[src/sv/bost_pkg.sv]
// Package with shared types, codes, constants and the staged response byte function.
`timescale 1ns / 1ps
package bost_pkg;

  localparam int BlockBytes = 512;
  localparam int BlkShift   = $clog2(BlockBytes);
  localparam int MaxPacket  = 64;

  localparam logic [31:0] CBW_SIG   = 32'h43425355;
  localparam logic [6:0]  WRAP_LEN  = 7'd31;
  localparam logic [6:0]  STAT_LEN  = 7'd13;

  localparam logic [1:0] CMD_OUT       = 2'd0;
  localparam logic [1:0] CMD_IN        = 2'd1;
  localparam logic [1:0] CMD_BOT_RESET = 2'd2;
  localparam logic [1:0] CMD_BUS_RESET = 2'd3;

  localparam logic [2:0] K_ACCEPT = 3'd0;
  localparam logic [2:0] K_STALL  = 3'd1;
  localparam logic [2:0] K_BYTE   = 3'd2;
  localparam logic [2:0] K_READ   = 3'd3;
  localparam logic [2:0] K_WRITE  = 3'd4;
  localparam logic [2:0] K_ZERO   = 3'd5;
  localparam logic [2:0] K_STATUS = 3'd6;

  localparam logic [1:0] SRC_NONE    = 2'd0;
  localparam logic [1:0] SRC_STAGED  = 2'd1;
  localparam logic [1:0] SRC_STORAGE = 2'd2;
  localparam logic [1:0] SRC_ZERO    = 2'd3;

  localparam logic [1:0] STG_SENSE    = 2'd0;
  localparam logic [1:0] STG_INQUIRY  = 2'd1;
  localparam logic [1:0] STG_MODE     = 2'd2;
  localparam logic [1:0] STG_CAPACITY = 2'd3;

  localparam logic [7:0] OP_TUR      = 8'h00;
  localparam logic [7:0] OP_SENSE    = 8'h03;
  localparam logic [7:0] OP_INQUIRY  = 8'h12;
  localparam logic [7:0] OP_MODE     = 8'h1a;
  localparam logic [7:0] OP_STARTSTP = 8'h1b;
  localparam logic [7:0] OP_PREVENT  = 8'h1e;
  localparam logic [7:0] OP_SYNC     = 8'h35;
  localparam logic [7:0] OP_CAPACITY = 8'h25;
  localparam logic [7:0] OP_READ     = 8'h28;
  localparam logic [7:0] OP_WRITE    = 8'h2a;

  localparam logic [1:0] CFG_MEDIUM_PRESENT = 2'd0;
  localparam logic [1:0] CFG_WR_PROT        = 2'd1;
  localparam logic [1:0] CFG_MEDIUM_BLOCKS  = 2'd2;

  localparam logic [7:0] IDENT_TEXT [28] = '{
    8'h69, 8'h72, 8'h69, 8'h73, 8'h20, 8'h20, 8'h20, 8'h20,
    8'h55, 8'h53, 8'h42, 8'h20, 8'h44, 8'h72, 8'h69, 8'h76,
    8'h65, 8'h20, 8'h20, 8'h20, 8'h20, 8'h20, 8'h20, 8'h20,
    8'h31, 8'h2e, 8'h30, 8'h30
  };

  typedef struct packed {
    logic [1:0]  command;
    logic [6:0]  length;
    logic        cbw_ok;
    logic [31:0] cbw_tag;
    logic [31:0] cbw_data_length;
    logic        cbw_dir_in;
    logic [7:0]  scsi_opcode;
    logic [31:0] block_address;
    logic [15:0] transfer_blocks;
  } bost_item_t;

  typedef struct packed {
    logic [2:0]  kind;
    logic [6:0]  byte_count;
    logic [7:0]  data_byte;
    logic [40:0] storage_byte_offset;
    logic [31:0] status_tag;
    logic [31:0] status_residue;
    logic        status_failed;
    logic        last;
  } bost_res_t;

  typedef struct packed {
    logic medium_present;
    logic wr_prot;
    logic [31:0] medium_blocks;
  } bost_cfg_t;

  // Response byte at a given index; word holds sense data, protect flag or last block.
  function automatic logic [7:0] stage_byte(input logic [1:0] sel, input logic [31:0] word,
                                            input logic [5:0] idx);
    logic [7:0] b;
    logic [31:0] blk;
    b = 8'h00;
    blk = 32'(BlockBytes);
    case (sel)
      STG_SENSE: begin
        case (idx)
          6'd0:  b = 8'h70;
          6'd2:  b = word[31:24];
          6'd7:  b = 8'd10;
          6'd12: b = word[23:16];
          6'd13: b = word[15:8];
          default: b = 8'h00;
        endcase
      end
      STG_INQUIRY: begin
        case (idx)
          6'd1: b = 8'h80;
          6'd2: b = 8'h02;
          6'd3: b = 8'h02;
          6'd4: b = 8'd31;
          default: begin
            if (idx >= 6'd8 && idx < 6'd36) b = IDENT_TEXT[5'(idx - 6'd8)];
          end
        endcase
      end
      STG_MODE: begin
        case (idx)
          6'd0: b = 8'h03;
          6'd2: b = word[0] ? 8'h80 : 8'h00;
          default: b = 8'h00;
        endcase
      end
      default: begin
        case (idx)
          6'd0: b = word[31:24];
          6'd1: b = word[23:16];
          6'd2: b = word[15:8];
          6'd3: b = word[7:0];
          6'd4: b = blk[31:24];
          6'd5: b = blk[23:16];
          6'd6: b = blk[15:8];
          6'd7: b = blk[7:0];
          default: b = 8'h00;
        endcase
      end
    endcase
    return b;
  endfunction

endpackage

[src/sv/bost_if.sv]
// Channel interfaces for bulk events, results and configuration writes.
`timescale 1ns / 1ps
interface bost_in_if;
  logic        valid;
  logic        ready;
  logic [1:0]  command;
  logic [6:0]  packet_length;
  logic [31:0] wrapper_sig;
  logic [31:0] cbw_tag;
  logic [31:0] cbw_data_length;
  logic        cbw_dir_in;
  logic [7:0]  scsi_opcode;
  logic [31:0] block_address;
  logic [15:0] transfer_blocks;
  modport source (output valid, command, packet_length, wrapper_sig, cbw_tag,
                  cbw_data_length, cbw_dir_in, scsi_opcode, block_address,
                  transfer_blocks, input ready);
  modport sink (input valid, command, packet_length, wrapper_sig, cbw_tag,
                cbw_data_length, cbw_dir_in, scsi_opcode, block_address,
                transfer_blocks, output ready);
endinterface

interface bost_out_if;
  logic        valid;
  logic        ready;
  logic [2:0]  kind;
  logic [6:0]  byte_count;
  logic [7:0]  data_byte;
  logic [40:0] storage_byte_offset;
  logic [31:0] status_tag;
  logic [31:0] status_residue;
  logic        status_failed;
  logic        last;
  modport source (output valid, kind, byte_count, data_byte, storage_byte_offset,
                  status_tag, status_residue, status_failed, last, input ready);
  modport sink (input valid, kind, byte_count, data_byte, storage_byte_offset,
                status_tag, status_residue, status_failed, last, output ready);
endinterface

interface bost_cfg_if;
  logic        valid;
  logic        ready;
  logic [1:0]  index;
  logic [31:0] data;
  modport source (output valid, index, data, input ready);
  modport sink (input valid, index, data, output ready);
endinterface

[src/sv/bulk_only_scsi_transport.sv]
// Top level of the bulk-only mass storage transport with its SCSI command subset.
//
//   Channel  Dir  Carries
//   in_i     in   bulk events: OUT packet with parsed wrapper, IN request, resets
//   out_o    out  results: accepted, stall, response byte, storage read/write,
//                 zero fill, status wrapper
//   cfg_i    in   register writes: medium present, write protect, medium blocks
//
// An event enters a two-entry queue at its accepting edge; the back end pops it
// when its result register can load. Unless that register stalls, the back end
// then delivers one result per cycle: one or two for most events,
// up to 36 response bytes for an IN during INQUIRY, the longest staged reply.
// Reset clears the phase, the sense data and every saved wrapper field.
// A stalled result register holds the back end; the queue takes events until full.
`timescale 1ns / 1ps
module bulk_only_scsi_transport (
  input  logic  clk_i,
  input  logic  rst_ni,
  bost_in_if.sink     in_i,
  bost_out_if.source  out_o,
  bost_cfg_if.sink    cfg_i
);
  import bost_pkg::*;

  bost_cfg_t  cfg_q;
  logic       q_valid;
  logic       q_pop;
  bost_item_t q_item;

  // Configuration registers take a write in every cycle; the host must write them
  // only while no transaction is in flight, which the block itself does not enforce.
  assign cfg_i.ready = 1'b1;

  always_ff @(posedge clk_i or negedge rst_ni) begin
    if (!rst_ni) begin
      cfg_q <= '0;
    end else if (cfg_i.valid) begin
      case (cfg_i.index)
        CFG_MEDIUM_PRESENT: cfg_q.medium_present <= cfg_i.data[0];
        CFG_WR_PROT:        cfg_q.wr_prot        <= cfg_i.data[0];
        CFG_MEDIUM_BLOCKS:  cfg_q.medium_blocks  <= cfg_i.data;
        default: ;
      endcase
    end
  end

  // The front end classifies each event and buffers it.
  bost_front u_front (
    .clk_i    (clk_i),
    .rst_ni   (rst_ni),
    .in_i     (in_i),
    .q_valid_o(q_valid),
    .q_item_o (q_item),
    .q_pop_i  (q_pop)
  );

  // The back end owns the transport phases and produces every result.
  bost_back u_back (
    .clk_i    (clk_i),
    .rst_ni   (rst_ni),
    .cfg_i    (cfg_q),
    .q_valid_i(q_valid),
    .q_item_i (q_item),
    .q_pop_o  (q_pop),
    .out_o    (out_o)
  );
endmodule

[src/sv/bost_front.sv]
// Front end: accepts bulk events, clamps and checks them, and queues them for the back end.
`timescale 1ns / 1ps
module bost_front (
  input  logic                clk_i,
  input  logic                rst_ni,
  bost_in_if.sink             in_i,
  output logic                q_valid_o,
  output bost_pkg::bost_item_t q_item_o,
  input  logic                q_pop_i
);
  import bost_pkg::*;

  bost_item_t  fifo_q [2];
  logic        wr_ptr_q, rd_ptr_q;
  logic [1:0]  count_q;
  bost_item_t  item;
  logic        push;

  always_comb begin
    item = '0;
    item.command = in_i.command;
    item.length  = (int'(in_i.packet_length) > MaxPacket) ? 7'(MaxPacket) : in_i.packet_length;
    item.cbw_ok  = (item.length >= WRAP_LEN) && (in_i.wrapper_sig == CBW_SIG);
    item.cbw_tag = in_i.cbw_tag;
    item.cbw_data_length = in_i.cbw_data_length;
    item.cbw_dir_in      = in_i.cbw_dir_in;
    item.scsi_opcode     = in_i.scsi_opcode;
    item.block_address   = in_i.block_address;
    item.transfer_blocks = in_i.transfer_blocks;
  end

  assign in_i.ready = (count_q != 2'd2);
  assign push       = in_i.valid && in_i.ready;
  assign q_valid_o  = (count_q != 2'd0);
  assign q_item_o   = fifo_q[rd_ptr_q];

  always_ff @(posedge clk_i) begin
    if (push) fifo_q[wr_ptr_q] <= item;
  end

  always_ff @(posedge clk_i or negedge rst_ni) begin
    if (!rst_ni) begin
      wr_ptr_q <= 1'b0;
      rd_ptr_q <= 1'b0;
      count_q  <= 2'd0;
    end else begin
      if (push) wr_ptr_q <= ~wr_ptr_q;
      if (q_pop_i) rd_ptr_q <= ~rd_ptr_q;
      count_q <= count_q + 2'(push) - 2'(q_pop_i);
    end
  end
endmodule

[src/sv/bost_back.sv]
// Back end: phase tracking, SCSI decode, sense data and result sequencing.
`timescale 1ns / 1ps
module bost_back (
  input  logic                 clk_i,
  input  logic                 rst_ni,
  input  bost_pkg::bost_cfg_t  cfg_i,
  input  logic                 q_valid_i,
  input  bost_pkg::bost_item_t q_item_i,
  output logic                 q_pop_o,
  bost_out_if.source           out_o
);
  import bost_pkg::*;

  localparam logic [1:0] PH_CMD = 2'd0, PH_DIN = 2'd1, PH_DOUT = 2'd2, PH_STATUS = 2'd3;
  localparam logic [1:0] ST_IDLE = 2'd0, ST_BYTES = 2'd1, ST_ACC = 2'd2;

  logic [1:0]  st_q, st_d, phase_q, phase_d, src_q, src_d, sel_q, sel_d;
  logic [31:0] tag_q, tag_d, hlen_q, hlen_d, resid_q, resid_d, rem_q, rem_d;
  logic [31:0] word_q, word_d;
  logic        fail_q, fail_d;
  logic [40:0] off_q, off_d;
  logic [5:0]  idx_q, idx_d;
  logic [7:0]  sk_q, sk_d, sc_q, sc_d, sq_q, sq_d;
  logic [6:0]  cnt_q, cnt_d, acc_q, acc_d;
  bost_res_t   out_q, out_d, res;
  logic        out_valid_q, out_valid_d, can_load, load;

  // Decode results for a command wrapper at the queue head.
  logic [1:0]  dc_src, dc_sel;
  logic [31:0] dc_rem, dc_word, dc_bytes;
  logic        dc_fail;
  logic [7:0]  dc_sk, dc_sc, dc_sq;
  logic [40:0] dc_off;
  logic [32:0] dc_end;
  logic [6:0]  n;

  always_comb begin
    dc_src = SRC_NONE; dc_rem = '0; dc_fail = 1'b0;
    dc_sk = sk_q; dc_sc = sc_q; dc_sq = sq_q;
    dc_sel = sel_q; dc_word = word_q; dc_off = off_q;
    dc_end = 33'(q_item_i.block_address) + 33'(q_item_i.transfer_blocks);
    dc_bytes = 32'(q_item_i.transfer_blocks) << BlkShift;
    case (q_item_i.scsi_opcode)
      OP_TUR: begin
        if (!cfg_i.medium_present) begin
          dc_fail = 1'b1; dc_sk = 8'h02; dc_sc = 8'h3a; dc_sq = 8'h00;
        end
      end
      OP_SENSE: begin
        dc_sel = STG_SENSE; dc_word = {sk_q, sc_q, sq_q, 8'h00};
        dc_src = SRC_STAGED;
        dc_rem = (q_item_i.cbw_data_length < 32'd18) ? q_item_i.cbw_data_length : 32'd18;
        dc_sk = 8'h00; dc_sc = 8'h00; dc_sq = 8'h00;
      end
      OP_INQUIRY: begin
        dc_sel = STG_INQUIRY; dc_src = SRC_STAGED;
        dc_rem = (q_item_i.cbw_data_length < 32'd36) ? q_item_i.cbw_data_length : 32'd36;
      end
      OP_MODE: begin
        dc_sel = STG_MODE; dc_word = {31'd0, cfg_i.wr_prot}; dc_src = SRC_STAGED;
        dc_rem = (q_item_i.cbw_data_length < 32'd4) ? q_item_i.cbw_data_length : 32'd4;
      end
      OP_STARTSTP, OP_PREVENT, OP_SYNC: begin
      end
      OP_CAPACITY: begin
        if (!cfg_i.medium_present) begin
          dc_fail = 1'b1; dc_sk = 8'h02; dc_sc = 8'h3a; dc_sq = 8'h00;
        end else begin
          dc_sel = STG_CAPACITY; dc_src = SRC_STAGED;
          dc_word = (cfg_i.medium_blocks != 32'd0) ? cfg_i.medium_blocks - 32'd1 : 32'd0;
          dc_rem = (q_item_i.cbw_data_length < 32'd8) ? q_item_i.cbw_data_length : 32'd8;
        end
      end
      OP_READ, OP_WRITE: begin
        if (!cfg_i.medium_present) begin
          dc_fail = 1'b1; dc_sk = 8'h02; dc_sc = 8'h3a; dc_sq = 8'h00;
        end else if (q_item_i.scsi_opcode == OP_WRITE && cfg_i.wr_prot) begin
          dc_fail = 1'b1; dc_sk = 8'h07; dc_sc = 8'h27; dc_sq = 8'h00;
        end else if (dc_end > 33'(cfg_i.medium_blocks)) begin
          dc_fail = 1'b1; dc_sk = 8'h05; dc_sc = 8'h21; dc_sq = 8'h00;
        end else begin
          dc_off = 41'(q_item_i.block_address) << BlkShift;
          dc_src = SRC_STORAGE;
          dc_rem = (q_item_i.cbw_data_length < dc_bytes) ? q_item_i.cbw_data_length : dc_bytes;
        end
      end
      default: begin
        dc_fail = 1'b1; dc_sk = 8'h05; dc_sc = 8'h20; dc_sq = 8'h00;
      end
    endcase
    if (dc_fail && q_item_i.cbw_data_length != 32'd0) begin
      dc_src = SRC_ZERO;
      dc_rem = q_item_i.cbw_data_length;
    end
  end

  assign n = ({25'd0, q_item_i.length} < rem_q) ? q_item_i.length : rem_q[6:0];
  assign can_load = !out_valid_q || out_o.ready;

  always_comb begin
    st_d = st_q; phase_d = phase_q; src_d = src_q; sel_d = sel_q;
    tag_d = tag_q; hlen_d = hlen_q; resid_d = resid_q; rem_d = rem_q; word_d = word_q;
    fail_d = fail_q; off_d = off_q; idx_d = idx_q;
    sk_d = sk_q; sc_d = sc_q; sq_d = sq_q; cnt_d = cnt_q; acc_d = acc_q;
    res = '0; load = 1'b0; q_pop_o = 1'b0;
    case (st_q)
      ST_IDLE: begin
        if (q_valid_i && can_load) begin
          q_pop_o = 1'b1; load = 1'b1; res.last = 1'b1;
          case (q_item_i.command)
            CMD_BOT_RESET, CMD_BUS_RESET: begin
              phase_d = PH_CMD;
              if (q_item_i.command == CMD_BUS_RESET) begin
                sk_d = 8'h00; sc_d = 8'h00; sq_d = 8'h00;
              end
              res.kind = K_ACCEPT;
            end
            CMD_OUT: begin
              if (phase_q == PH_CMD && q_item_i.cbw_ok) begin
                tag_d = q_item_i.cbw_tag; hlen_d = q_item_i.cbw_data_length;
                src_d = dc_src; rem_d = dc_rem; fail_d = dc_fail; idx_d = '0;
                sk_d = dc_sk; sc_d = dc_sc; sq_d = dc_sq;
                sel_d = dc_sel; word_d = dc_word; off_d = dc_off;
                resid_d = q_item_i.cbw_data_length - dc_rem;
                if (dc_rem == 32'd0) phase_d = PH_STATUS;
                else phase_d = q_item_i.cbw_dir_in ? PH_DIN : PH_DOUT;
                res.kind = K_ACCEPT; res.byte_count = WRAP_LEN;
              end else if (phase_q == PH_DOUT) begin
                rem_d = rem_q - 32'(n);
                if (rem_d == 32'd0) phase_d = PH_STATUS;
                if (src_q == SRC_STORAGE && cfg_i.medium_present && n != 7'd0) begin
                  res.kind = K_WRITE; res.byte_count = n; res.storage_byte_offset = off_q;
                  res.last = 1'b0;
                  off_d = off_q + 41'(n);
                  acc_d = q_item_i.length; st_d = ST_ACC;
                end else begin
                  res.kind = K_ACCEPT; res.byte_count = q_item_i.length;
                end
              end else begin
                res.kind = K_STALL;
              end
            end
            default: begin
              if (phase_q == PH_DIN) begin
                rem_d = rem_q - 32'(n);
                if (rem_d == 32'd0) phase_d = PH_STATUS;
                if (n == 7'd0) begin
                  res.kind = K_ACCEPT;
                end else if (src_q == SRC_STAGED) begin
                  res.kind = K_BYTE; res.byte_count = 7'd1;
                  res.data_byte = stage_byte(sel_q, word_q, idx_q);
                  idx_d = idx_q + 6'd1;
                  if (n != 7'd1) begin
                    res.last = 1'b0; cnt_d = n - 7'd1; st_d = ST_BYTES;
                  end
                end else if (src_q == SRC_STORAGE && cfg_i.medium_present) begin
                  res.kind = K_READ; res.byte_count = n; res.storage_byte_offset = off_q;
                  off_d = off_q + 41'(n);
                end else begin
                  res.kind = K_ZERO; res.byte_count = n;
                end
              end else if (phase_q == PH_STATUS) begin
                res.kind = K_STATUS;
                res.byte_count = (q_item_i.length < STAT_LEN) ? q_item_i.length : STAT_LEN;
                res.status_tag = tag_q; res.status_residue = resid_q; res.status_failed = fail_q;
                phase_d = PH_CMD;
              end else begin
                res.kind = K_STALL;
              end
            end
          endcase
        end
      end
      ST_BYTES: begin
        if (can_load) begin
          load = 1'b1;
          res.kind = K_BYTE; res.byte_count = 7'd1;
          res.data_byte = stage_byte(sel_q, word_q, idx_q);
          res.last = (cnt_q == 7'd1);
          idx_d = idx_q + 6'd1;
          cnt_d = cnt_q - 7'd1;
          if (cnt_q == 7'd1) st_d = ST_IDLE;
        end
      end
      ST_ACC: begin
        if (can_load) begin
          load = 1'b1;
          res.kind = K_ACCEPT; res.byte_count = acc_q; res.last = 1'b1;
          st_d = ST_IDLE;
        end
      end
      default: st_d = ST_IDLE;
    endcase
    out_d = load ? res : out_q;
    out_valid_d = load ? 1'b1 : (out_o.ready ? 1'b0 : out_valid_q);
  end

  always_ff @(posedge clk_i or negedge rst_ni) begin
    if (!rst_ni) begin
      st_q <= ST_IDLE; phase_q <= PH_CMD; src_q <= SRC_NONE; sel_q <= STG_SENSE;
      tag_q <= '0; hlen_q <= '0; resid_q <= '0; rem_q <= '0; word_q <= '0;
      fail_q <= 1'b0; off_q <= '0; idx_q <= '0;
      sk_q <= '0; sc_q <= '0; sq_q <= '0; cnt_q <= '0; acc_q <= '0;
      out_valid_q <= 1'b0;
    end else begin
      st_q <= st_d; phase_q <= phase_d; src_q <= src_d; sel_q <= sel_d;
      tag_q <= tag_d; hlen_q <= hlen_d; resid_q <= resid_d; rem_q <= rem_d; word_q <= word_d;
      fail_q <= fail_d; off_q <= off_d; idx_q <= idx_d;
      sk_q <= sk_d; sc_q <= sc_d; sq_q <= sq_d; cnt_q <= cnt_d; acc_q <= acc_d;
      out_valid_q <= out_valid_d;
    end
  end

  always_ff @(posedge clk_i) begin
    out_q <= out_d;
  end

  assign out_o.valid               = out_valid_q;
  assign out_o.kind                = out_q.kind;
  assign out_o.byte_count          = out_q.byte_count;
  assign out_o.data_byte           = out_q.data_byte;
  assign out_o.storage_byte_offset = out_q.storage_byte_offset;
  assign out_o.status_tag          = out_q.status_tag;
  assign out_o.status_residue      = out_q.status_residue;
  assign out_o.status_failed       = out_q.status_failed;
  assign out_o.last                = out_q.last;
endmodule

[src/flat_wrapper.sv]
// flat-port wrapper written by rule: the top's interface ports become plain ports
module bulk_only_scsi_transport_flat import bost_pkg::*;
  (clk_i, rst_ni, in_i_valid, in_i_command, in_i_packet_length, in_i_wrapper_sig, in_i_cbw_tag, in_i_cbw_data_length, in_i_cbw_dir_in, in_i_scsi_opcode, in_i_block_address, in_i_transfer_blocks, in_i_ready, out_o_valid, out_o_kind, out_o_byte_count, out_o_data_byte, out_o_storage_byte_offset, out_o_status_tag, out_o_status_residue, out_o_status_failed, out_o_last, out_o_ready, cfg_i_valid, cfg_i_index, cfg_i_data, cfg_i_ready);
  bost_in_if in_i_i ();
  bost_out_if out_o_i ();
  bost_cfg_if cfg_i_i ();
  input  logic clk_i;
  input  logic rst_ni;
  input wire logic [$bits(in_i_i.valid)-1:0] in_i_valid;
  input wire logic [$bits(in_i_i.command)-1:0] in_i_command;
  input wire logic [$bits(in_i_i.packet_length)-1:0] in_i_packet_length;
  input wire logic [$bits(in_i_i.wrapper_sig)-1:0] in_i_wrapper_sig;
  input wire logic [$bits(in_i_i.cbw_tag)-1:0] in_i_cbw_tag;
  input wire logic [$bits(in_i_i.cbw_data_length)-1:0] in_i_cbw_data_length;
  input wire logic [$bits(in_i_i.cbw_dir_in)-1:0] in_i_cbw_dir_in;
  input wire logic [$bits(in_i_i.scsi_opcode)-1:0] in_i_scsi_opcode;
  input wire logic [$bits(in_i_i.block_address)-1:0] in_i_block_address;
  input wire logic [$bits(in_i_i.transfer_blocks)-1:0] in_i_transfer_blocks;
  output wire logic [$bits(in_i_i.ready)-1:0] in_i_ready;
  output wire logic [$bits(out_o_i.valid)-1:0] out_o_valid;
  output wire logic [$bits(out_o_i.kind)-1:0] out_o_kind;
  output wire logic [$bits(out_o_i.byte_count)-1:0] out_o_byte_count;
  output wire logic [$bits(out_o_i.data_byte)-1:0] out_o_data_byte;
  output wire logic [$bits(out_o_i.storage_byte_offset)-1:0] out_o_storage_byte_offset;
  output wire logic [$bits(out_o_i.status_tag)-1:0] out_o_status_tag;
  output wire logic [$bits(out_o_i.status_residue)-1:0] out_o_status_residue;
  output wire logic [$bits(out_o_i.status_failed)-1:0] out_o_status_failed;
  output wire logic [$bits(out_o_i.last)-1:0] out_o_last;
  input wire logic [$bits(out_o_i.ready)-1:0] out_o_ready;
  input wire logic [$bits(cfg_i_i.valid)-1:0] cfg_i_valid;
  input wire logic [$bits(cfg_i_i.index)-1:0] cfg_i_index;
  input wire logic [$bits(cfg_i_i.data)-1:0] cfg_i_data;
  output wire logic [$bits(cfg_i_i.ready)-1:0] cfg_i_ready;
  assign in_i_i.valid = in_i_valid;
  assign in_i_i.command = in_i_command;
  assign in_i_i.packet_length = in_i_packet_length;
  assign in_i_i.wrapper_sig = in_i_wrapper_sig;
  assign in_i_i.cbw_tag = in_i_cbw_tag;
  assign in_i_i.cbw_data_length = in_i_cbw_data_length;
  assign in_i_i.cbw_dir_in = in_i_cbw_dir_in;
  assign in_i_i.scsi_opcode = in_i_scsi_opcode;
  assign in_i_i.block_address = in_i_block_address;
  assign in_i_i.transfer_blocks = in_i_transfer_blocks;
  assign in_i_ready = in_i_i.ready;
  assign out_o_valid = out_o_i.valid;
  assign out_o_kind = out_o_i.kind;
  assign out_o_byte_count = out_o_i.byte_count;
  assign out_o_data_byte = out_o_i.data_byte;
  assign out_o_storage_byte_offset = out_o_i.storage_byte_offset;
  assign out_o_status_tag = out_o_i.status_tag;
  assign out_o_status_residue = out_o_i.status_residue;
  assign out_o_status_failed = out_o_i.status_failed;
  assign out_o_last = out_o_i.last;
  assign out_o_i.ready = out_o_ready;
  assign cfg_i_i.valid = cfg_i_valid;
  assign cfg_i_i.index = cfg_i_index;
  assign cfg_i_i.data = cfg_i_data;
  assign cfg_i_ready = cfg_i_i.ready;
  bulk_only_scsi_transport u_core (.clk_i(clk_i), .rst_ni(rst_ni), .in_i(in_i_i), .out_o(out_o_i), .cfg_i(cfg_i_i));
endmodule
[config.mk]
export PLATFORM = sky130hd
export DESIGN_NAME = bulk_only_scsi_transport_flat
export DESIGN_NICKNAME = d
export VERILOG_FILES = /design/src/sv/bost_pkg.sv /design/src/sv/bost_if.sv /design/src/sv/bulk_only_scsi_transport.sv /design/src/sv/bost_front.sv /design/src/sv/bost_back.sv /design/src/flat_wrapper.sv
export SDC_FILE = /design/constraint.sdc
export NUM_CORES = 1
export LEC_CHECK = 0
export CORE_MARGIN = 1
export CORE_UTILIZATION = 45
export CTS_BUF_LIST = sky130_fd_sc_hd__clkbuf_16
export DETAILED_ROUTE_END_ITERATION = 7
export DONT_BUFFER_PORTS = 1
export GPL_TIMING_DRIVEN = 0
export PLACE_DENSITY = 0.6
export SYNTH_ARGS = -nofsm -noshare
export SYNTH_HDL_FRONTEND = slang
export SYNTH_SLANG_ARGS = --single-unit
[constraint.sdc]
create_clock -name clk_i -period 30.3 [get_ports clk_i]
set_input_delay 1.515 -clock clk_i [delete_from_list [all_inputs] [get_ports clk_i]]
set_output_delay 1.515 -clock clk_i [all_outputs]
set_load 0.01 [all_outputs]
### Word level (Yosys, flattened, before mapping)

Memories as Yosys holds them, arrays and structs flattened.
Cells that the tools add are included.

| word-level totals | value |
|---|---|
| flip-flop bits (word level) | 386 |
| output and inout bits | 128 |
| input port bits | 201 |
| memories | 2 |
| ROM bits | 256 |
| bits in writable memories | 262 |

Memories:

| memory | depth | width | read ports | clocked after Yosys merged registers in | write ports | line | RTL |
|---|---|---|---|---|---|---|---|
| u_core.u_front.fifo_q | 2 | 131 | 1 | 0 | 1 | bost_front.sv:13 | `bost_item_t fifo_q [2];` |
| (no name shown) | 32 | 8 | 1 | 0 | 0 | bost_pkg.sv:112 | `if (idx >= 6'd8 && idx < 6'd36) b = IDENT_TEXT[5'(idx - 6'd8)];` |

| cells by class | value |
|---|---|
| add/subtract/negate cells | 11 |
| $lt $le $gt $ge | 13 |
| eq/ne operators | 66 |
| multiplexer cells | 167 |
| reduce and logical (&&, ||, !) cells | 58 |
| bitwise logic cells | 8 |

Operators with widths:

| operator | count |
|---|---|
| two-way mux 41 bit | 16 |
| two-way mux 32 bit | 15 |
| two-way mux 65 bit | 3 |
| two-way mux 8 bit | 22 |
| one-hot mux 41 bit (2 select lines) | 2 |
| one-hot mux 32 bit (5 select lines) | 1 |
| two-way mux 125 bit | 1 |
| two-way mux 10 bit | 10 |
| one-hot mux 32 bit (3 select lines) | 1 |
| two-way mux 7 bit | 13 |
| one-hot mux 8 bit (2 select lines) | 5 |
| one-hot mux 8 bit (5 select lines) | 2 |
| one-hot mux 8 bit (3 select lines) | 3 |
| logical NOT 32 bit | 2 |
| one-hot mux 32 bit (2 select lines) | 1 |
| one-hot mux 8 bit (4 select lines) | 2 |
| nonzero test 32 bit | 2 |
| two-way mux 56 bit | 1 |
| two-way mux 49 bit | 1 |
| two-way mux 2 bit | 23 |
| adder 41 x 7 -> 41 bit | 1 |
| two-way mux 6 bit | 6 |
| adder 32 x 16 -> 33 bit | 1 |
| > comparator 33 x 32 -> 1 bit | 1 |
| 74 further kinds | 188 |

### Logic depth before layout (Yosys ltp)

Gate-level depths: netlist of the first run.
An unclocked memory read counts as a cell.

| depth | value |
|---|---|
| word-level depth | 15 |
| depth in mapped cells | 47 |
| mapped depth without buffers | 38 |

### Cells and area by module

A second synthesis of the first run with hierarchy kept.

| second synthesis, totals | value |
|---|---|
| cells, all modules | 3,023 |
| area total of the unflattened synthesis | 33,369.5 um^2 |

Modules (own cells, without submodules):

| module | times used | area each (um^2) | cells each |
|---|---|---|---|
| bost_back | 1 | 21,823.4 | 2,503 |
| bost_front | 1 | 10,119.7 | 444 |
| bulk_only_scsi_transport | 1 | 1,426.4 | 76 |

### Least setup slack after synthesis of the first run

OpenSTA, ideal clock, no wires.

| timing | value |
|---|---|
| path type | reg-to-reg |
| from | reg u_core.u_front.rd_ptr_q |
| to | reg u_core.u_back.resid_q[31] |
| required time | 30.162 ns |
| path slack | 20.811 ns |
| path buffers | 9 |
| arrival time | 9.351 ns |
| period minus slack after synthesis | 9.489 ns |
| cell stages (with the launch flop) | 45 |
| cells stage by stage | dfrtp_1 > buf_4 > buf_6 > buf_4 > buf_2 > buf_4 > buf_4 > buf_2 > buf_2 > buf_2 > mux2i_1 > inv_1 > ha_1 > a21o_1 > a21oi_1 > o21bai_1 > a2111oi_0 > o31ai_1 > (+9 left out) > nor3_1 > nand4_1 > o21a_1 > a211oi_4 > nand2_1 > a41o_1 > ha_1 > nor2b_1 > o31a_1 > o41a_1 > o21ai_0 > a21oi_1 > a211o_1 > nand2_1 > o21ai_0 > a2111o_1 > o21ai_0 > a21oi_1 |

| between the ends | value |
|---|---|
| word-level cells in the longest chain between the ends | 10 |

Ends and longest elaborated chain:

| element | line | RTL |
|---|---|---|
| from (decl) | bost_front.sv:14 | `logic wr_ptr_q, rd_ptr_q;` |
| from (signal assigned) | bost_front.sv:48 | `if (q_pop_i) rd_ptr_q <= ~rd_ptr_q;` |
| memory (2 x 131 bit) (*) | - |  |
| adder 32 x 16 -> 33 bit | bost_back.sv:41 | `dc_end = 33'(q_item_i.block_address) + 33'(q_item_i.transfer_blocks);` |
| > comparator 33 x 32 -> 1 bit | bost_back.sv:79 | `end else if (dc_end > 33'(cfg_i.medium_blocks)) begin` |
| two-way mux 1 bit | bost_back.sv:79 |  |
| two-way mux 1 bit | bost_back.sv:77 | `end else if (q_item_i.scsi_opcode == OP_WRITE && cfg_i.wr_prot) begin` |
| two-way mux 1 bit | bost_back.sv:75 | `if (!cfg_i.medium_present) begin` |
| one-hot mux 1 bit (3 select lines) | bost_back.sv:43 | `case (q_item_i.scsi_opcode)` |
| logical AND 1 bit | bost_back.sv:91 | `if (dc_fail && q_item_i.cbw_data_length != 32'd0) begin` |
| two-way mux 32 bit | bost_back.sv:91 |  |
| subtractor 32 bit | bost_back.sv:124 | `resid_d = q_item_i.cbw_data_length - dc_rem;` |
| to (signal assigned) | bost_back.sv:207 | `tag_q <= tag_d; hlen_q <= hlen_d; resid_q <= resid_d; rem_q <= rem_d; word_q <= word_d;` |
| to (decl) | bost_back.sv:18 | `logic [31:0] tag_q, tag_d, hlen_q, hlen_d, resid_q, resid_d, rem_q, rem_d;` |

Every way passes the cells marked *; elsewhere a longest branch is shown, timed or not.
A chain may end at the register's enable or synchronous reset.

### Final worst setup path of the first run

Ends and elaborated chain as after synthesis.

==> results by group, run 1 <==
Status
  • Status: finished clean

Critical path
  • Worst Setup End Kind: flop
  • R2R cell count: 45
  • Critical R2R Capture: u_core.u_back.resid_q[31]$_DFFE_PN0P_
  • Worst-path fanout max: 10
  • R2R Setup Slk: between 15 and 20 ns
  • Arrival time at the worst endpoint: 14.02 ns
  • CP max stage cell: a211oi_4
  • WP data required: a little over 30 ns
  • Crit-path max cell delay: 0.75 ns
  • Worst r2r src: u_core.u_front.rd_ptr_q$_DFFE_PN0P_
  • CP Launch Type: flop
  • Worst Path Class, Setup: flop to flop

Worst hold path
  • Hold-critical path depth: 2
  • Hold Crit Class: flop to flop
  • Hold EP: u_core.u_back.tag_q[26]$_DFFE_PN0P_
  • Worst Min Path Start: u_core.u_back.tag_q[26]$_DFFE_PN0P_

Yosys
  • FFs w/ async S/R, synth: between 30% and 40%
  • Top FF cell, synth: edfxtp_1
  • Most common cell in the netlist: edfxtp_1
  • Synthesized Nets: 3359
  • Top-area cell type share of the netlist area: 35.1%
  • Syn_area_per_cell: around 11 µm²
  • Sequential area share after synthesis: a little over half
  • Synthesized flop and latch total: 630
  • Synth Cell Area: ~33000 µm²
  • Synth Warn #: 0
  • Synthesized instance count: between 3000 and 4000
  • List of most frequent post-synthesis cells: edfxtp_1 (387), nand2_1 (305), dfrtp_1 (243)
  • Post-synth EDFFs: a little under 400
  • Yosys cell types: about 100
  • Largest cells by area after synthesis: edfxtp_1 (35%), dfrtp_1 (18%), ha_1 (5.1%)
  • Synth area leader: edfxtp_1

STA
  • Final period util: approximately 45%
  • Setup violations, final: 0
  • Max-slew headroom: about an eighth
  • Setup_tns: 0 ns
  • Pins Over Slew Limit: 0
  • Skew final: around 0.044 ns
  • Unrepaired setup endpoints after global routing: no
  • Tmin final: between 10 and 15 ns
  • Slew @ Worst Pin: ~1.3 ns
  • Fmax: between 70 and 80 MHz
  • Fin. Hold Viols: 0

Power
  • Net Sw Frac: between 40% and 50%
  • Logic pwr share: roughly 43%
  • Clock share of power: 21.6%
  • Pleak: around 14 nW
  • Pwr per Cell Area: around 110 nW/µm²
  • Sequential power share: between 30% and 40%
  • VDD IR-drop max: 66.0 µV
  • Net switching power: roughly 1.7 mW
  • P_int: 2.29 mW

Clocking
  • Clk sinks: 630
  • CTS resizes: 0
  • Post-CTS Setup Repair Bufs: 0
  • H-tree depth: 3
  • CTS Hold Bufs: 0
  • Root Driver: clkbuf_16
  • Clock Pin Slew Worst Setup and Hold Paths: 0.06 ns
  • Clock Tree Buf Depth: 3
  • CTS tree: yes
  • Cts bufs inserted: 73
  • Clock latency on the worst-skew pair: between 0.6 and 0.7 ns

Route
  • Wire length on met2: ~50 mm
  • DR WL met3: 7.79 mm
  • Routed Antenna Nets: 0
  • DR WL/cell: around 26 µm
  • Wire length on met1: between 40 and 50 mm
  • Post-route DRC: 0
  • Vias per inst: 6.04
  • Wirelength, routed: between 100 and 150 mm
  • Starting DRT DRC Count: about 2300
  • Max Used Layer: met5
  • Total iterations of the first detailed-routing run: 5
  • DR vias: 24964

GRT
  • Remaining Overflow, GRT: 0
  • First-pass GRT wire length: ~160 mm
  • Largest net degree at the start of global routing: 244
  • Vias in the first global route: roughly 25000
  • GRT Resource Usage Total: between 20% and 30%
  • Initial antenna violation count: 14

Floorplanning
  • Std cell rows: ~100
  • DIE WIDTH: about 270 µm
  • IO Pins: roughly 330
  • CORE AREA: around 73000 µm²
  • Area of the die: 74700 µm²
  • Starting Density: between 40% and 50%
  • Die Span Y: 273 µm

Cells and area
  • Share of cells above drive strength 1: 9.25%
  • Fin nets: between 3000 and 4000
  • Fillcell total: 6534
  • Final instance area: approximately 37000 µm²
  • Syn-to-layout area delta: 11.7%

Placement
  • Post-DP Area: approximately 35000 µm²
  • Placer Congestion: ~0.95
  • Dpl hpwl: approximately 82 mm
  • Port Buffers: 0

Job
  • Max_cap viols: 0
## cells by family after synthesis
group                      after synthesis  synth area share, %
muxes                                  181                 5.83
xor gates and xnor gates               104                 2.75
and+or+nand+nor                        948                 14.6
DFF                                    630                 53.5
other                                    1               0.0113
buffers and inverters                  243                 3.06
AOI/OAI and AO/OA                      775                 15.0
adders and majority gates              138                 5.31
## sequential cells by signal, summed over array words and instances, names as in the netlist, 6 cells and up
signal,count
u_core.u_back.rem_q,32
u_core.u_back.out_o.byte_count,7
u_core.u_back.out_o.storage_byte_offset,41
u_core.u_back.off_q,41
u_core.u_front.fifo_q,262
u_core.cfg_q,34
u_core.u_back.resid_q,32
u_core.u_back.cnt_q,7
u_core.u_back.out_o.status_tag,32
u_core.u_back.out_o.data_byte,8
u_core.u_back.tag_q,32
u_core.u_back.word_q,32
u_core.u_back.acc_q,7
u_core.u_back.out_o.status_residue,32
u_core.u_back.idx_q,6
## metal layers
metal	vias up	global-route usage (%)
met4	10	11.6
met3	209	6.21
li1	11394	-
met1	12398	37.5
met5	-	0
met2	953	46.2
## worst max-delay path, delay by kind of cell (launching register included)
kind	cells	cell delay, ns
and+or+nand+nor	6	1.08
adders and majority gates	3	1.01
DFF	1	0.37
AOI/OAI and AO/OA	23	6.98
muxes	1	0.34
buffers and inverters	11	3.39
xor gates and xnor gates	1	0.16
## power groups by stage
| stage | combinational [mW] | clock, mW | sequential [mW] |
|---|---|---|---|
| finish | 1.71 | 0.858 | 1.40 |
| global route | 1.86 | 0.903 | 1.42 |
| CTS | 1.70 | 0.872 | 1.40 |
| detailed placement | 1.69 | 0 | 1.41 |
| global placement | 1.61 | 0 | 1.48 |
| floorplan | 1.14 | 0 | 1.39 |
## worst max path at each step
stage                                         from                               endpoint  slack, ns
3_5_place_dp   u_core.u_front.rd_ptr_q$_DFFE_PN0P_  u_core.u_back.resid_q[31]$_DFFE_PN0P_      17.03
3_3_place_gp   u_core.u_front.rd_ptr_q$_DFFE_PN0P_  u_core.u_back.resid_q[31]$_DFFE_PN0P_      16.95
6_report       u_core.u_front.rd_ptr_q$_DFFE_PN0P_  u_core.u_back.resid_q[31]$_DFFE_PN0P_      16.77
4_1_cts        u_core.u_front.rd_ptr_q$_DFFE_PN0P_  u_core.u_back.resid_q[31]$_DFFE_PN0P_      16.99
2_1_floorplan  u_core.u_front.rd_ptr_q$_DFFE_PN0P_  u_core.u_back.resid_q[31]$_DFFE_PN0P_      20.81
5_1_grt        u_core.u_front.rd_ptr_q$_DFFE_PN0P_  u_core.u_back.resid_q[31]$_DFFE_PN0P_      16.21
## final cells by class
type	instances	area [µm²]	share of cell area (%)
clock inverters	62	522	1.41
clock buffers	74	1850	5.01
flip-flops and latches	630	17700	47.9
repair buffers	11	243	0.656
inverters	125	469	1.27
diodes	10	25.0	0.0677
well taps	959	1200	3.24
multi-input cells	2147	14400	39.0
plain buffers	118	543	1.47
## stage by stage
stage	worst slack [ns]	hold WS [ns]	power (mW)	instances	utilization (%)
4_1_cts	16.99	0.473	3.97	4126	50.7
2_1_floorplan	20.81	0.430	2.53	3020	-
5_1_grt	16.21	0.494	4.19	4126	50.7
6_report	16.77	0.469	3.97	4136	50.8
3_3_place_gp	16.95	0.452	3.09	3979	47.1
3_5_place_dp	17.03	0.460	3.10	3990	47.5
## cell usage in the layout, fill, tap and decap left out, drive strengths merged, types with 34 or more instances in the layout
cell    Yosys  routed
a21oi     196     196
a22oi      47      47
and2      113     113
buf        38      49
clkbuf     80     154
dfrtp     243     243
edfxtp    387     387
ha        134     134
inv       124     151
mux2       94      94
mux2i      87      87
nand2     307     307
nand3      66      66
nor2      160     160
nor3       68      68
nor4       34      34
o21ai     238     238
xnor2      80      80
(Power assumes the default switching activity.)
==> inputs of run 2 (changes only) <==
clock period = 13.6 ns   (was 30.3 ns; I/O delays follow)
==> results by group, run 2 (synthesized netlist as in run 1, its figures left out) <==
Critical path
  • Buf+Inv Stages, Crit Path: 10 (-1)
  • Arrival time at the worst endpoint: 13.35 ns (-0.67 ns)
  • R2R Setup Slk: 0.74 ns (-16.03 ns)
  • CP max stage cell: o31ai_1
  • Top delay family on crit path: compound AO/OA/AOI/OAI gates
  • CP Launch Type: flop
  • Crit-path max cell delay: 0.96 ns (+0.21 ns)
  • Crit path top cell by count: o21ai_0
  • WP data required: 14.09 ns (-16.70 ns)
  • Worst Path Class, Setup: flop to flop
  • Worst Setup End Kind: flop
  • Worst-path fanout max: 10 (unchanged)

STA
  • Fin. Hold Viols: 5 (+5)
  • Setup_tns: 0 ns (unchanged)
  • Unrepaired setup endpoints after global routing: no
  • Slew @ Worst Pin: 1.29 ns (-0.0313 ns)
  • Final period util: 94.5% (+50 points)
  • Skew final: 0.0429 ns (-0.000607 ns)
  • Fmax: 77.8 MHz (+5.2%)
  • Tmin final: 12.86 ns (-0.675 ns)
  • Setup violations, final: 0 (unchanged)
  • Pins Over Slew Limit: 0 (unchanged)
  • Max-slew headroom: 13.7% (+1.8 points)
  • Final hold slack: -0.00820 ns (-0.477 ns)

Power
  • P_int: 5.10 mW (+120%)
  • Net Sw Frac: 42.4% (+0.060 points)
  • Logic pwr share: 43.2% (about the same)
  • Tot Pwr: 8.86 mW (+120%)
  • Net switching power: 3.76 mW (+120%)
  • Pwr per Cell Area: 239 nW/µm² (+120%)
  • VDD IR-drop max: 149 µV (+130%)
  • Clock share of power: 21.6% (about the same)
  • Sequential power share: 35.2% (about the same)
  • Pleak: 14.5 nW (+0.29%)

Cells and area
  • Share of cells above drive strength 1: 9.43% (+0.17 points)
  • Commonest non-fill, non-tap cells in the layout: edfxtp_1 (387), nand2_1 (305), dfrtp_1 (243), o21ai_0 (226), a21oi_1 (193)
  • Final std cells w/o fill: 4140 (+0.097%)
  • Syn-to-layout area delta: 12.0%
  • Final instance area: 37100 µm² (+0.22%)
  • Largest register FFs: 262 (unchanged)
  • Commonest non-fill, non-tap cell in the layout: edfxtp_1
  • Most flops, register: u_core.u_front.fifo_q
  • Fillcell total: 6531 (-0.046%)
  • Fin nets: 3450 (+0.15%)

Route
  • Total iterations of the first detailed-routing run: 6 (+1)
  • DR vias: 25029 (+0.26%)
  • DR WL/cell: 26.2 µm (about the same)
  • Post-route DRC: 0 (unchanged)
  • Starting DRT DRC Count: 2154 (-5.6%)
  • Routed Antenna Nets: 0 (unchanged)
  • Vias per inst: 6.05 (+0.16%)
  • Wirelength, routed: 108 mm (about the same)

Clocking
  • H-tree depth: 3 (unchanged)
  • Clk sinks: 630 (unchanged)
  • Root Driver: clkbuf_16
  • Clock Tree Buf Depth: 3 (unchanged)
  • Clock latency on the worst-skew pair: 0.65 ns (about the same)
  • CTS tree: yes
  • Clock Pin Slew Worst Setup and Hold Paths: 0.06 ns (about the same)
  • Cts bufs inserted: 73 (unchanged)

Placement
  • Port Buffers: 0 (unchanged)
  • Placer Congestion: 0.947 (unchanged)
  • Dpl hpwl: 82.1 mm (unchanged)
  • Post-placement cell count: 3990 (unchanged)
  • Post-DP Area: 34600 µm² (unchanged)

GRT
  • GRT Resource Usage Total: 28.7% (unchanged)
  • Initial antenna violation count: 13 (-1)
  • Vias in the first global route: 24639 (unchanged)
  • Largest net degree at the start of global routing: 244 (unchanged)
  • Remaining Overflow, GRT: 0 (unchanged)
  • First-pass GRT wire length: 158 mm (about the same)

Floorplanning
  • DIE WIDTH: 273 µm (unchanged)
  • IO Pins: 329 (unchanged)
  • CORE AREA: 72800 µm² (unchanged)
  • Area of the die: 74700 µm² (unchanged)
  • Starting Density: 45.5% (unchanged)
  • Std cell rows: 99 (unchanged)
  • Die Span Y: 273 µm (unchanged)

Status
  • Status: finished with violations
  • Violated checks: hold timing

Worst hold path
  • Hold Crit Class: input port to asynchronous set/reset pin

Job
  • Max_cap viols: 0 (unchanged)
[run 2: per-stage QoR]
step	utilization [%]	setup slack, ns
after floorplan	-	4.11
after global placement	47.1	0.249
after detailed placement	47.5	0.333
after CTS	50.8	0.290
after global routing	50.9	0.0525
final	50.9	0.744
[run 2: layout make-up]
cell class / instances / area (µm²) / area share (%)
multi-input combinational: 2147 / 14400 / 38.9
sequential: 630 / 17700 / 47.8
antenna: 9 / 22.5 / 0.0608
buffer: 118 / 543 / 1.47
inverter: 125 / 469 / 1.27
timing repair buffer: 16 / 320 / 0.864
tap: 959 / 1200 / 3.24
clock inverter: 62 / 522 / 1.41
clock buffer: 74 / 1850 / 5.00
[run 2: worst paths after layout]
path,start,endpoint,depth (start not counted)
max in group asynchronous,rst_ni,u_core.u_back.tag_q[18]$_DFFE_PN0P_,2
hold / removal,rst_ni,u_core.cfg_q[17]$_DFFE_PN0P_,1
min in group clk_i,in_i_cbw_tag[20],u_core.u_front.fifo_q[0][109]$_DFFE_PP_,0
setup / recovery,u_core.u_front.rd_ptr_q$_DFFE_PN0P_,u_core.u_back.resid_q[31]$_DFFE_PN0P_,44
hold reg to reg,u_core.u_back.tag_q[26]$_DFFE_PN0P_,u_core.u_back.tag_q[26]$_DFFE_PN0P_,2
setup reg to reg,u_core.u_front.rd_ptr_q$_DFFE_PN0P_,u_core.u_back.resid_q[31]$_DFFE_PN0P_,44
[run 2: per-layer routing]
layer | vias to the layer above | track usage, % | share of wire [%]
met5 | - | 0 | 0.054
met4 | 8 | 11.7 | 4.3
met3 | 219 | 6.21 | 7.2
met2 | 944 | 46.1 | 46
met1 | 12451 | 37.6 | 42
li1 | 11407 | - | -
[run 2: power groups by stage]
stage	Clock (mW)	Combinational (mW)	Sequential [mW]
3_5_place_dp	0	3.76	3.15
4_1_cts	1.94	3.79	3.12
2_1_floorplan	0	2.54	3.11
5_1_grt	2.01	4.17	3.17
3_3_place_gp	0	3.60	3.29
6_report	1.91	3.83	3.12
[run 2: timing repair]
item                                   in CTS  in global routing
setup endpoints to repair                   0                  9
setup buffers                               0                  3
resized for setup                           0                  1
hold buffers                                1                  0
endpoints found under the hold margin     243                  0
